===== config.mk =====
export PLATFORM = sky130hd
export DESIGN_NAME = bounded_doubly_linked_list
export DESIGN_NICKNAME = d
export VERILOG_FILES = /design/src/hdl/bdll_pkg.sv /design/src/hdl/bdll_ram.sv /design/src/hdl/bounded_doubly_linked_list.sv
export SDC_FILE = /design/constraint.sdc
export NUM_CORES = 2
export LEC_CHECK = 0
export CAP_MARGIN = 20
export CORE_ASPECT_RATIO = 0.8
export CORE_MARGIN = 4
export CORE_UTILIZATION = 60
export CTS_CLUSTER_DIAMETER = 50
export DETAILED_ROUTE_END_ITERATION = 8
export DONT_BUFFER_PORTS = 1
export PLACE_DENSITY = 0.76
export SLEW_MARGIN = 20
export SYNTH_ARGS = -nofsm -noshare
export SYNTH_HDL_FRONTEND = slang
export SYNTH_HIERARCHICAL = 1
export SYNTH_SLANG_ARGS = --single-unit

===== constraint.sdc =====
create_clock -name i_clk -period 5.5 [get_ports i_clk]
set_input_delay 1.1 -clock i_clk [delete_from_list [all_inputs] [get_ports i_clk]]
set_output_delay 1.1 -clock i_clk [all_outputs]
set_load 0.01 [all_outputs]

===== src/hdl/bdll_pkg.sv =====
// Shared types and constants for the bounded doubly linked list engine.
`timescale 1ns / 1ps

package bdll_pkg;

    // Pool size and stored value width
    localparam int CAPACITY   = 64;
    localparam int VALUE_BITS = 32;

    // Node index width and link width (a link also holds the null code)
    localparam int IDX_W = $clog2(CAPACITY);
    localparam int LNK_W = $clog2(CAPACITY + 1);
    localparam logic [LNK_W-1:0] NIL = LNK_W'(CAPACITY);

    // Stream field widths
    localparam int KIND_W   = 4;
    localparam int POS_W    = 7;
    localparam int DATA_W   = 32;
    localparam int LEN_W    = 7;
    localparam int STAT_W   = 2;
    localparam int IN_TDATA_W  = 40;
    localparam int OUT_TDATA_W = 40;

    typedef enum logic [KIND_W-1:0] {
        K_INS_FRONT = 4'd0,
        K_INS_BACK  = 4'd1,
        K_INS_POS   = 4'd2,
        K_DEL_FRONT = 4'd3,
        K_DEL_BACK  = 4'd4,
        K_DEL_POS   = 4'd5,
        K_LENGTH    = 4'd6,
        K_REVERSE   = 4'd7,
        K_READ_OUT  = 4'd8
    } t_kind;

    typedef enum logic [STAT_W-1:0] {
        ST_OK       = 2'd0,
        ST_EMPTY    = 2'd1,
        ST_BAD_POS  = 2'd2,
        ST_FULL     = 2'd3
    } t_status;

    typedef enum logic [3:0] {
        S_IDLE,
        S_WALK_RD,
        S_WALK_WT,
        S_SUCC_RD,
        S_SUCC_WT,
        S_ALLOC,
        S_ALLOC_WT,
        S_INS_W1,
        S_INS_W2,
        S_DEL_RD,
        S_DEL_WT,
        S_DEL_W1,
        S_DEL_W2,
        S_RO_RD,
        S_RO_WT,
        S_RESP
    } t_state;

endpackage


===== src/hdl/bdll_ram.sv =====
// Generic single-write, single-read RAM with registered read data.
`timescale 1ns / 1ps

module bdll_ram #(
    parameter int WIDTH = 8,
    parameter int DEPTH = 64
) (
    input  logic                     i_clk,
    input  logic                     i_we,
    input  logic [$clog2(DEPTH)-1:0] i_waddr,
    input  logic [WIDTH-1:0]         i_wdata,
    input  logic                     i_re,
    input  logic [$clog2(DEPTH)-1:0] i_raddr,
    output logic [WIDTH-1:0]         o_rdata
);

    logic [WIDTH-1:0] r_mem [DEPTH];
    logic [WIDTH-1:0] r_rdata;

    // Write port
    always_ff @(posedge i_clk) begin
        if (i_we) begin
            r_mem[i_waddr] <= i_wdata;
        end
    end

    // Read port, data holds while not enabled
    always_ff @(posedge i_clk) begin
        if (i_re) begin
            r_rdata <= r_mem[i_raddr];
        end
    end

    assign o_rdata = r_rdata;

endmodule


===== src/hdl/bounded_doubly_linked_list.sv =====
// Bounded doubly linked list engine: command sequencer over three node memories.
`timescale 1ns / 1ps

// One command is taken at a time; o_s_axis_tready is high only while the engine
// is idle. Positional insert and delete walk the links with one registered read
// of the link memory per link. Read out gives one beat per element when the
// output is not stalled. No clearing pass is needed after reset: fresh nodes
// are handed out by a fill counter, freed ones are recycled through a free list
// held in the next links. Results go through an output register, so a finished
// beat may wait on the master side while the engine already takes the next
// command.
module bounded_doubly_linked_list (
    input  logic                            i_clk,
    input  logic                            i_rst_n,
    // command beats
    input  logic                            i_s_axis_tvalid,
    output logic                            o_s_axis_tready,
    // [6:0] position, [38:7] value, [39] zero
    input  logic [bdll_pkg::IN_TDATA_W-1:0] i_s_axis_tdata,
    // [3:0] kind
    input  logic [bdll_pkg::KIND_W-1:0]     i_s_axis_tuser,
    // result beats
    output logic                            o_m_axis_tvalid,
    input  logic                            i_m_axis_tready,
    // [31:0] value_res, [38:32] length, [39] zero
    output logic [bdll_pkg::OUT_TDATA_W-1:0] o_m_axis_tdata,
    // [1:0] status
    output logic [bdll_pkg::STAT_W-1:0]     o_m_axis_tuser,
    output logic                            o_m_axis_tlast
);

    import bdll_pkg::*;

    // Control state
    t_state           r_state, n_state;
    logic [LNK_W-1:0] r_head, n_head;
    logic [LNK_W-1:0] r_tail, n_tail;
    logic [LNK_W-1:0] r_count, n_count;
    logic [LNK_W-1:0] r_free, n_free;
    logic [LNK_W-1:0] r_fill, n_fill;
    logic             r_orient, n_orient;
    logic             r_ovalid, n_ovalid;

    // Working registers
    t_kind             r_kind, n_kind;
    logic [LNK_W-1:0]  r_cur, n_cur;
    logic [LNK_W-1:0]  r_p, n_p;
    logic [LNK_W-1:0]  r_s, n_s;
    logic [LNK_W-1:0]  r_new, n_new;
    logic [LNK_W-1:0]  r_steps, n_steps;
    logic [LNK_W-1:0]  r_left, n_left;
    logic [VALUE_BITS-1:0] r_val, n_val;
    t_status           r_st, n_st;
    logic [DATA_W-1:0] r_rv, n_rv;

    // Output register
    logic [OUT_TDATA_W-1:0] r_odata, n_odata;
    t_status                r_ouser, n_ouser;
    logic                   r_olast, n_olast;

    // Memory ports
    logic                  val_we, nx_we, pv_we, val_re, lk_re;
    logic [IDX_W-1:0]      val_waddr, nx_waddr, pv_waddr, lk_raddr;
    logic [VALUE_BITS-1:0] val_wdata, val_rdata;
    logic [LNK_W-1:0]      nx_wdata, pv_wdata, nx_rdata, pv_rdata;
    logic [LNK_W-1:0]      f_rdata, b_rdata;

    // Logical forward / backward writes, mapped by orientation
    logic             f_we, b_we, free_we;
    logic [LNK_W-1:0] f_addr, f_data, b_addr, b_data;

    // Command decode helpers
    t_kind                in_kind;
    logic [POS_W-1:0]     in_pos;
    logic [LNK_W:0]       pos_x, cnt_x;
    logic                 in_acc, slot_free;

    assign in_kind   = t_kind'(i_s_axis_tuser);
    assign in_pos    = i_s_axis_tdata[POS_W-1:0];
    assign pos_x     = (LNK_W+1)'(in_pos);
    assign cnt_x     = (LNK_W+1)'(r_count);
    assign in_acc    = i_s_axis_tvalid && o_s_axis_tready;
    assign slot_free = !r_ovalid || i_m_axis_tready;

    assign o_s_axis_tready = (r_state == S_IDLE);
    assign o_m_axis_tvalid = r_ovalid;
    assign o_m_axis_tdata  = r_odata;
    assign o_m_axis_tuser  = r_ouser;
    assign o_m_axis_tlast  = r_olast;

    // Forward and backward link as seen through the orientation
    assign f_rdata = r_orient ? pv_rdata : nx_rdata;
    assign b_rdata = r_orient ? nx_rdata : pv_rdata;

    // Node memories
    bdll_ram #(.WIDTH(VALUE_BITS), .DEPTH(CAPACITY)) u_val (
        .i_clk  (i_clk),
        .i_we   (val_we),
        .i_waddr(val_waddr),
        .i_wdata(val_wdata),
        .i_re   (val_re),
        .i_raddr(r_cur[IDX_W-1:0]),
        .o_rdata(val_rdata)
    );

    bdll_ram #(.WIDTH(LNK_W), .DEPTH(CAPACITY)) u_next (
        .i_clk  (i_clk),
        .i_we   (nx_we),
        .i_waddr(nx_waddr),
        .i_wdata(nx_wdata),
        .i_re   (lk_re),
        .i_raddr(lk_raddr),
        .o_rdata(nx_rdata)
    );

    bdll_ram #(.WIDTH(LNK_W), .DEPTH(CAPACITY)) u_prev (
        .i_clk  (i_clk),
        .i_we   (pv_we),
        .i_waddr(pv_waddr),
        .i_wdata(pv_wdata),
        .i_re   (lk_re),
        .i_raddr(lk_raddr),
        .o_rdata(pv_rdata)
    );

    // Map logical link writes onto the physical memories
    always_comb begin
        if (free_we) begin
            nx_we    = 1'b1;
            nx_waddr = r_cur[IDX_W-1:0];
            nx_wdata = r_free;
        end else if (r_orient) begin
            nx_we    = b_we;
            nx_waddr = b_addr[IDX_W-1:0];
            nx_wdata = b_data;
        end else begin
            nx_we    = f_we;
            nx_waddr = f_addr[IDX_W-1:0];
            nx_wdata = f_data;
        end
        if (r_orient) begin
            pv_we    = f_we;
            pv_waddr = f_addr[IDX_W-1:0];
            pv_wdata = f_data;
        end else begin
            pv_we    = b_we;
            pv_waddr = b_addr[IDX_W-1:0];
            pv_wdata = b_data;
        end
    end

    // Sequencer: reads and writes never hit the same cycle, so no forwarding
    always_comb begin
        n_state  = r_state;
        n_head   = r_head;
        n_tail   = r_tail;
        n_count  = r_count;
        n_free   = r_free;
        n_fill   = r_fill;
        n_orient = r_orient;
        n_kind   = r_kind;
        n_cur    = r_cur;
        n_p      = r_p;
        n_s      = r_s;
        n_new    = r_new;
        n_steps  = r_steps;
        n_left   = r_left;
        n_val    = r_val;
        n_st     = r_st;
        n_rv     = r_rv;
        n_ovalid = r_ovalid && !i_m_axis_tready;
        n_odata  = r_odata;
        n_ouser  = r_ouser;
        n_olast  = r_olast;

        val_we    = 1'b0;
        val_waddr = r_new[IDX_W-1:0];
        val_wdata = r_val;
        val_re    = 1'b0;
        lk_re     = 1'b0;
        lk_raddr  = r_cur[IDX_W-1:0];
        f_we      = 1'b0;
        f_addr    = r_p;
        f_data    = r_s;
        b_we      = 1'b0;
        b_addr    = r_s;
        b_data    = r_p;
        free_we   = 1'b0;

        unique case (r_state)
            S_IDLE: begin
                if (in_acc) begin
                    n_kind = in_kind;
                    n_val  = VALUE_BITS'(i_s_axis_tdata[POS_W +: DATA_W]);
                    n_st   = ST_OK;
                    n_rv   = '0;
                    n_cur  = r_head;
                    n_state = S_RESP;
                    case (in_kind) inside
                        K_INS_FRONT: begin
                            if (r_count == NIL) begin
                                n_st = ST_FULL;
                            end else begin
                                n_p = NIL;
                                n_s = r_head;
                                n_state = S_ALLOC;
                            end
                        end
                        K_INS_BACK: begin
                            if (r_count == NIL) begin
                                n_st = ST_FULL;
                            end else begin
                                n_p = r_tail;
                                n_s = NIL;
                                n_state = S_ALLOC;
                            end
                        end
                        K_INS_POS: begin
                            if (pos_x == '0 || pos_x > cnt_x + 1'b1) begin
                                n_st = ST_BAD_POS;
                            end else if (r_count == NIL) begin
                                n_st = ST_FULL;
                            end else if (pos_x == (LNK_W+1)'(1)) begin
                                n_p = NIL;
                                n_s = r_head;
                                n_state = S_ALLOC;
                            end else if (pos_x == cnt_x + 1'b1) begin
                                n_p = r_tail;
                                n_s = NIL;
                                n_state = S_ALLOC;
                            end else begin
                                // walk to the node before the position
                                n_steps = LNK_W'(pos_x - 2'd2);
                                n_state = (pos_x == (LNK_W+1)'(2)) ? S_SUCC_RD : S_WALK_RD;
                            end
                        end
                        K_DEL_FRONT, K_DEL_BACK: begin
                            if (r_count == '0) begin
                                n_st = ST_EMPTY;
                            end else begin
                                n_cur = (in_kind == K_DEL_FRONT) ? r_head : r_tail;
                                n_state = S_DEL_RD;
                            end
                        end
                        K_DEL_POS: begin
                            if (r_count == '0) begin
                                n_st = ST_EMPTY;
                            end else if (pos_x == '0 || pos_x > cnt_x) begin
                                n_st = ST_BAD_POS;
                            end else begin
                                n_steps = LNK_W'(pos_x - 1'b1);
                                n_state = (pos_x == (LNK_W+1)'(1)) ? S_DEL_RD : S_WALK_RD;
                            end
                        end
                        K_LENGTH: begin
                            if (r_count == '0) n_st = ST_EMPTY;
                        end
                        K_REVERSE: begin
                            if (r_count == '0) begin
                                n_st = ST_EMPTY;
                            end else begin
                                n_head   = r_tail;
                                n_tail   = r_head;
                                n_orient = !r_orient;
                            end
                        end
                        K_READ_OUT: begin
                            if (r_count == '0) begin
                                n_st = ST_EMPTY;
                            end else begin
                                n_left  = r_count;
                                n_state = S_RO_RD;
                            end
                        end
                        default: ;
                    endcase
                end
            end

            // walk the links, one registered read per link
            S_WALK_RD: begin
                lk_re   = 1'b1;
                n_state = S_WALK_WT;
            end
            S_WALK_WT: begin
                n_cur   = f_rdata;
                n_steps = r_steps - 1'b1;
                if (r_steps == LNK_W'(1)) begin
                    n_state = (r_kind == K_INS_POS) ? S_SUCC_RD : S_DEL_RD;
                end else begin
                    n_state = S_WALK_RD;
                end
            end

            // successor of the insert point
            S_SUCC_RD: begin
                lk_re   = 1'b1;
                n_state = S_SUCC_WT;
            end
            S_SUCC_WT: begin
                n_p     = r_cur;
                n_s     = f_rdata;
                n_state = S_ALLOC;
            end

            // take a node: recycled one first, else a fresh one
            S_ALLOC: begin
                lk_re    = (r_free != NIL);
                lk_raddr = r_free[IDX_W-1:0];
                n_state  = S_ALLOC_WT;
            end
            S_ALLOC_WT: begin
                if (r_free != NIL) begin
                    n_new  = r_free;
                    n_free = nx_rdata;
                end else begin
                    n_new  = r_fill;
                    n_fill = r_fill + 1'b1;
                end
                n_state = S_INS_W1;
            end
            S_INS_W1: begin
                val_we  = 1'b1;
                f_we    = 1'b1;
                f_addr  = r_new;
                f_data  = r_s;
                b_we    = 1'b1;
                b_addr  = r_new;
                b_data  = r_p;
                n_state = S_INS_W2;
            end
            S_INS_W2: begin
                f_we   = (r_p != NIL);
                f_addr = r_p;
                f_data = r_new;
                b_we   = (r_s != NIL);
                b_addr = r_s;
                b_data = r_new;
                if (r_p == NIL) n_head = r_new;
                if (r_s == NIL) n_tail = r_new;
                n_count = r_count + 1'b1;
                n_state = S_RESP;
            end

            // unlink the node at r_cur
            S_DEL_RD: begin
                val_re  = 1'b1;
                lk_re   = 1'b1;
                n_state = S_DEL_WT;
            end
            S_DEL_WT: begin
                n_p     = b_rdata;
                n_s     = f_rdata;
                n_rv    = DATA_W'(val_rdata);
                n_state = S_DEL_W1;
            end
            S_DEL_W1: begin
                f_we   = (r_p != NIL);
                f_addr = r_p;
                f_data = r_s;
                b_we   = (r_s != NIL);
                b_addr = r_s;
                b_data = r_p;
                if (r_p == NIL) n_head = r_s;
                if (r_s == NIL) n_tail = r_p;
                // count drops together with head and tail
                n_count = r_count - 1'b1;
                n_state = S_DEL_W2;
            end
            S_DEL_W2: begin
                free_we = 1'b1;
                n_free  = r_cur;
                n_state = S_RESP;
            end

            // read out front to back
            S_RO_RD: begin
                val_re  = 1'b1;
                lk_re   = 1'b1;
                n_state = S_RO_WT;
            end
            S_RO_WT: begin
                if (slot_free) begin
                    n_ovalid = 1'b1;
                    n_odata  = OUT_TDATA_W'({LEN_W'(r_count), DATA_W'(val_rdata)});
                    n_ouser  = ST_OK;
                    n_olast  = (r_left == LNK_W'(1));
                    n_cur    = f_rdata;
                    n_left   = r_left - 1'b1;
                    n_state  = (r_left == LNK_W'(1)) ? S_IDLE : S_RO_RD;
                end
            end

            S_RESP: begin
                if (slot_free) begin
                    n_ovalid = 1'b1;
                    n_odata  = OUT_TDATA_W'({LEN_W'(r_count), r_rv});
                    n_ouser  = r_st;
                    n_olast  = 1'b1;
                    n_state  = S_IDLE;
                end
            end

            default: n_state = S_IDLE;
        endcase
    end

    // State register
    always_ff @(posedge i_clk) begin
        if (!i_rst_n) begin
            r_state <= S_IDLE;
        end else begin
            r_state <= n_state;
        end
    end

    // Control registers
    always_ff @(posedge i_clk) begin
        if (!i_rst_n) begin
            r_head   <= NIL;
            r_tail   <= NIL;
            r_count  <= '0;
            r_free   <= NIL;
            r_fill   <= '0;
            r_orient <= 1'b0;
            r_ovalid <= 1'b0;
        end else begin
            r_head   <= n_head;
            r_tail   <= n_tail;
            r_count  <= n_count;
            r_free   <= n_free;
            r_fill   <= n_fill;
            r_orient <= n_orient;
            r_ovalid <= n_ovalid;
        end
    end

    // Working and output payload registers
    always_ff @(posedge i_clk) begin
        r_kind  <= n_kind;
        r_cur   <= n_cur;
        r_p     <= n_p;
        r_s     <= n_s;
        r_new   <= n_new;
        r_steps <= n_steps;
        r_left  <= n_left;
        r_val   <= n_val;
        r_st    <= n_st;
        r_rv    <= n_rv;
        r_odata <= n_odata;
        r_ouser <= n_ouser;
        r_olast <= n_olast;
    end

    // Checks
    a_count_bound: assert property (@(posedge i_clk) disable iff (!i_rst_n)
        r_count <= NIL)
        else $error("element count above capacity");

    a_head_empty: assert property (@(posedge i_clk) disable iff (!i_rst_n)
        (r_head == NIL) == (r_count == '0))
        else $error("head null does not match empty list");

    a_tail_empty: assert property (@(posedge i_clk) disable iff (!i_rst_n)
        (r_tail == NIL) == (r_count == '0))
        else $error("tail null does not match empty list");

    a_fill_cover: assert property (@(posedge i_clk) disable iff (!i_rst_n)
        r_count <= r_fill)
        else $error("more elements than nodes ever handed out");

    a_ro_left: assert property (@(posedge i_clk) disable iff (!i_rst_n)
        (r_state == S_RO_WT) |-> (r_left != '0))
        else $error("read out past the last element");

endmodule

* Word level (Yosys, flattened, before mapping) *
Memory sizes are Yosys's and may differ from the RTL's. A register that Yosys moved wholly into a read port is not among the register bits.
Index checks and enable logic that the tools add are counted.

word-level totals
  flip-flop bits (word level) = 196
  memory bits (writable) = 2944
  input port bits = 48
  output and inout bits = 45
  logic and storage cells = 315
  memories = 3

memory list
  memory        words  bits a word  rd ports  clocked after Yosys merged registers in  wr ports  RTL line        RTL
  u_val.r_mem   64     32           1         1                                        1         bdll_ram.sv:17  logic [WIDTH-1:0] r_mem [DEPTH];
  u_next.r_mem  64     7            1         1                                        1         bdll_ram.sv:17
  u_prev.r_mem  64     7            1         1                                        1         bdll_ram.sv:17

operators by class
  add/subtract/negate cells = 8
  magnitude comparators = 2
  equality and inequality tests = 67
  mux-type cells = 163
  bitwise gates (word level) = 8
  reductions and logical operators = 43

operators by type and width
  cell                                                 number
  2-to-1 mux 7 bit                                     81
  one-hot mux 7 bit (3 select lines)                   4
  2-to-1 mux 40 bit                                    2
  one-hot mux 40 bit (2 select lines)                  1
  2-to-1 mux 4 bit                                     19
  one-hot mux 7 bit (2 select lines)                   5
  one-hot mux 32 bit (2 select lines)                  1
  one-hot mux 4 bit (15 select lines)                  1
  AND reduction 12 bit                                 4
  equality test 4 bit, second input constant           9
  2-to-1 mux 6 bit                                     6
  equality test 4 x 3 -> 1 bit, second input constant  8
  2-to-1 mux 32 bit                                    1
  != test 2 bit, second input constant                 15
  2-to-1 mux 2 bit                                     14
  subtractor 7 x 1 -> 7 bit, second input constant     4
  != test 3 bit, second input constant                 9
  equality test 7 x 1 -> 1 bit, second input constant  3
  equality test 7 bit, second input constant           3
  != test 7 bit, second input constant                 3
  equality test 4 x 2 -> 1 bit, second input constant  5
  2-to-1 mux 1 bit                                     20
  AND reduction 8 bit                                  2
  adder 7 x 1 -> 7 bit, second input constant          2
  30 further kinds                                     69

* Depth between registers and ports, before layout *
  word-level depth = 12
  depth in mapped cells = 12
  depth with buffers taken out = 11

* By module *
The synthesis kept the hierarchy.

by module, submodules not included
  module                      instances  cells an instance  area each (sq um)  seq. area each (sq um)
  bdll_ram (u_val)            1          3324               78835.6            62459.9
  bdll_ram (u_next ...)       2          837                17743.3            13663.1
  bounded_doubly_linked_list  1          931                10259.8            5445.2

* Worst setup path after synthesis *
Ideal clock, no wire load.

  kind = flip-flop to flip-flop
  start = register r_state[3]
  end = memory u_val/r_mem[48][0] in the netlist's numbering (enable)
  setup time = 461 ps
  arrival time = 3591 ps
  required time = 5039 ps
  path slack = 1448 ps
  cell stages (with the launch flop) = 8
  buffers on the path = 1
  period minus slack after synthesis = 4052 ps
  cells stage by stage = dfxtp_1 -> buf_2 -> nand2b_1 -> or2_2 -> inv_1 -> nor2b_1 -> nand4b_1 -> nor3_1

between the ends
  cells in the longest elaborated chain, start to end = 4

RTL lines
  what                                    RTL line                           RTL
  start, declared                         bounded_doubly_linked_list.sv:35   t_state r_state, n_state;
  start signal, assigned                  bounded_doubly_linked_list.sv:413  r_state <= n_state;
  equality test 4 x 3 -> 1 bit            bounded_doubly_linked_list.sv:190  unique case (r_state)
  2-to-1 mux 1 bit                        bounded_doubly_linked_list.sv:190
  via val_we                              bounded_doubly_linked_list.sv:62   logic val_we, nx_we, pv_we, val_re, lk_re;
  2-to-1 mux 1 bit                        bdll_ram.sv:22                     if (i_we) begin
  2-to-1 mux 1 bit (not written as such)  bdll_ram.sv:23                     r_mem[i_waddr] <= i_wdata;
  end, declared                           bdll_ram.sv:17

The timed path passes the listed nets, and every way through them passes these cells.

* Worst setup path in the final report *
  start = register r_state[0]
  end = memory u_next/r_mem[50][5] in the netlist's numbering (enable)

between the ends
  elaborated cells between the ends (all ways) = 16
  classes of those cells = eq/ne (4); mux (11); reduce/logical (1)

RTL lines
  what                          RTL line                           RTL
  equality test 4 x 3 -> 1 bit  bounded_doubly_linked_list.sv:190
  2-to-1 mux 6 bit              bounded_doubly_linked_list.sv:190
  2-to-1 mux 6 bit              bounded_doubly_linked_list.sv:132  end else if (r_orient) begin
  2-to-1 mux 6 bit (*)          bounded_doubly_linked_list.sv:128  if (free_we) begin
  via nx_waddr[1]               bounded_doubly_linked_list.sv:63   logic [IDX_W-1:0] val_waddr, nx_waddr, pv_waddr, lk_raddr;
  end, declared                 bdll_ram.sv:17

The timed path passes the listed nets; every way through them passes the cells marked *.

==> metrics <==
Fin Setup TNS 0 ns; design area 138700 um2; CP Launch Type flip-flop; Critical Path RT 6.03 ns; end point of the critical path u_next/r_mem[50][5]$_DFFE_PP_; pwr/cell area 512.4 nW/um2; leakage power 43.03 nW; VDD IR max 462.9 uV; via/cell ratio 7.045; final hold vios 0; Post-synth EDFFs 3144; area grow syn2layout 11.32%; Detailed Route WL 306900 um; register area share after synthesis 76.44%; Reg clk slew, reported paths 0.06 ns; DP HPWL 174100 um; fraction of registers with async set/reset 0%; Antenna Violating Nets Remaining 0; Mapped Area 124600 um2; via count 63780; IO buf count 0; Yosys Warn Count 6; mux share of post-synthesis cell area 15.54%; Filler Cell Count 12280; post-synth top area cell edfxtp_1; Die X-Extent 517.5 um; first-pass detailed-route iteration total 8; drt drc 0; number of synthesized register bits 3185; initial antenna violation count 13; Buf/Inv on CP 0; Fmax 0.2219 GHz; CTS sink count 3185; CTS tree built; gpl congestion 0.9091; core area 206400 um2; Worst Skew 0.08386 ns; share of layout cells above drive strength 1 25.07%; CP arrival 5.03 ns; Final Max Slew Viols 0; Max-Cap Viols 0; I/O Pins 93; Overflow after GRT 0; Crit path max-delay family simple AND/OR/NAND/NOR gates; prevailing post-synth register cell edfxtp_1; RR Endpoint u_next/r_mem[50][5]$_DFFE_PP_; most used cell, CP nand2_1; Mean Syn Cell Area 21.01 um2; post_cts resized 0; post-CTS setup buffers 0; top-count cell post-synth edfxtp_1; DIE HEIGHT 415.6 um; r2r startpoint r_state[0]$_SDFFE_PN0P_; Post-Synth Adder-Cell Area 0.3274%; Compound-Gate Fraction of Synth Area 2.841%; switching share of power 31.22%; Root Buffer clkbuf_16; ranking of synthesized cells by area edfxtp_1 76%, mux4_2 14%, mux2i_1 1.3%; final setup vio count 0; actual slew at the worst max-slew pin 1.163 ns; Comb power frac 28.8%; Clk network pwr share 29.2%; Netlist cell types 83; Post-Synth Simple-Gate Area 3.192%; Critical Path, Cell by Cell nand2b_1, or2_2, nand2_1, nand2_1, o21ai_0, or3b_2, or2_1, nor2_1; H-Tree Depth 5; Worst Hold Slack 0.2397 ns; Slew HR 22.30%; critical-path maximum fanout 21; Post-Synth XOR/XNOR Area 0.2179%; pin count of the biggest net entering global routing 97; RSZ-0062 raised after global routing false; post-synth top area share 75.78%; status completed; post-DR wirelength/cell 33.90 um; vias in the first global route 63040; total global-route track usage 28.78%; net switching power 22.18 mW; Worst Hold Class primary input to flip-flop; Worst Setup SP r_state[0]$_SDFFE_PN0P_; post-route minimum period 4.508 ns; initial core utilization 60.37%; cts bufs inserted 314; largest family of logic cells by synthesized area multiplexers; net count after synthesis 6009; Pint 48.88 mW; Post-Synthesis Cells 5929; Clock Latency Late Sink 0.95 ns; Nets 6193; Slowest-stage cell, CP o21ai_0; CP peak stage delay 0.84 ns; Rows 149; Longest Clk Path Bufs 4; # hold bufs at CTS 0; CP endpoint kind flip-flop; Iteration-0 DRC Markers 11180; commonest cells in the netlist 3144 x edfxtp_1, 768 x mux4_2, 370 x nor2_1, 159 x clkbuf_1, 157 x mux2i_1; first-pass GRT wire length 446400 um; sequential share of power 42.0%; instance count on the critical path 8; register-to-register setup slack 0.99 ns; kind of critical path flip-flop to flip-flop; Die Area 215000 um2; FF-to-FF path depth 8; Placed Area 128800 um2; Final Cycle Share 81.96%
[stage by stage]
step	utilization (%)	std cells	power [mW]	setup WS (ns)
6_report	67.20	9054	71.07	0.9925
5_1_grt	67.20	9053	73.44	0.7333
4_1_cts	67.14	9049	70.93	1.146
3_5_place_dp	62.41	8512	50.13	1.131
3_3_place_gp	62.40	8512	49.72	1.137
2_1_floorplan	-	5929	43.31	1.448
[worst register-to-register path: stages, from the launching register on]
cell and delay [ns]:
dfxtp_1 0.77, nand2b_1 0.14, or2_2 0.50, nand2_1 0.15
nand2_1 0.06, o21ai_0 0.84, or3b_2 0.55, or2_1 0.45
nor2_1 0.72
[power groups by stage]
stage | Sequential, mW | Clock (mW) | Combinational, mW
2_1_floorplan | 30.5 | 0 | 12.8
3_3_place_gp | 30.3 | 0 | 19.4
3_5_place_dp | 30.3 | 0 | 19.8
4_1_cts | 29.8 | 21.0 | 20.1
5_1_grt | 29.8 | 22.1 | 21.5
6_report | 29.8 | 20.8 | 20.5
[final cells by class]
cell class / instances / area, um2 / share of cell area, %
Sequential cell: 3185 / 95230 / 68.67
Multi-Input combinational cell: 2376 / 28260 / 20.38
Clock buffer: 368 / 8218 / 5.925
Tap cell: 2718 / 3401 / 2.452
Timing Repair Buffer: 205 / 1888 / 1.361
Clock inverter: 169 / 1563 / 1.127
Inverter: 31 / 116.4 / 0.08390
Antenna cell: 2 / 5.005 / 0.003609
[cells in the final DEF (no fill, tap or decap), types with 14 or more instances in the layout]
cell and count:
a22oi_1 30, inv_1 29, nor2_1 307, a211oi_1 37
clkbuf_16 320, bufinv_16 27, ha_1 31, nor2_4 64
buf_4 177, clkbuf_1 45, buf_12 26, nand3b_1 27
mux2i_1 157, o22ai_1 121, o221ai_1 37, o31ai_1 17
mux4_2 768, nor3_1 36, clkinv_2 48, edfxtp_1 3144
a21oi_1 122, nand3_1 45, nand2b_1 21, mux2_2 40
a222oi_1 14, nand2_1 111, or3b_2 14, clkinv_1 65
o21ai_0 41, or3_1 19, and3_1 43, xor2_1 18
dfxtp_1 40, nor2b_1 26
[state kept, by name, indices dropped and copies added, names as in the netlist, 32 cells and up]
name,count
o_m_axis_tdata,39
u_next/r_mem,448
r_val,32
u_val/o_rdata,32
r_rv,32
u_prev/r_mem,448
u_val/r_mem,2048
[how the worst min path moves through the flow]
stage	start	slack, ns	end	depth (start not counted)
2_1_floorplan	r_count[2]$_SDFFE_PN0N_	0.43	o_m_axis_tdata[34]$_DFFE_PP_	0
3_3_place_gp	r_fill[6]$_SDFFE_PN0P_	0.48	r_fill[6]$_SDFFE_PN0P_	2
3_5_place_dp	r_fill[5]$_SDFFE_PN0P_	0.50	r_fill[5]$_SDFFE_PN0P_	2
4_1_cts	i_rst_n	0.18	r_free[6]$_SDFFE_PN1P_	1
5_1_grt	i_rst_n	0.20	r_free[6]$_SDFFE_PN1P_	1
6_report	i_rst_n	0.24	r_free[6]$_SDFFE_PN1P_	1
[cell families after synthesis]
kind of cell               Yosys count
DFF                               3185
muxes                              969
xor gates and xnor gates            31
other                                1
AOI/OAI and AO/OA                  530
buffers and inverters              368
adders and majority gates           32
and+or+nand+nor                    813
[routing by layer]
metal | share of wire [%] | wire (um) | global-route usage, %
met3 | 14 | 42840 | 8.220
met1 | 38 | 115300 | 43.63
met4 | 2.7 | 8225 | 7.563
met5 | 0.0072 | 22 | 0
met2 | 46 | 140500 | 41.97
No activity file was read; power rests on OpenSTA's default activity.
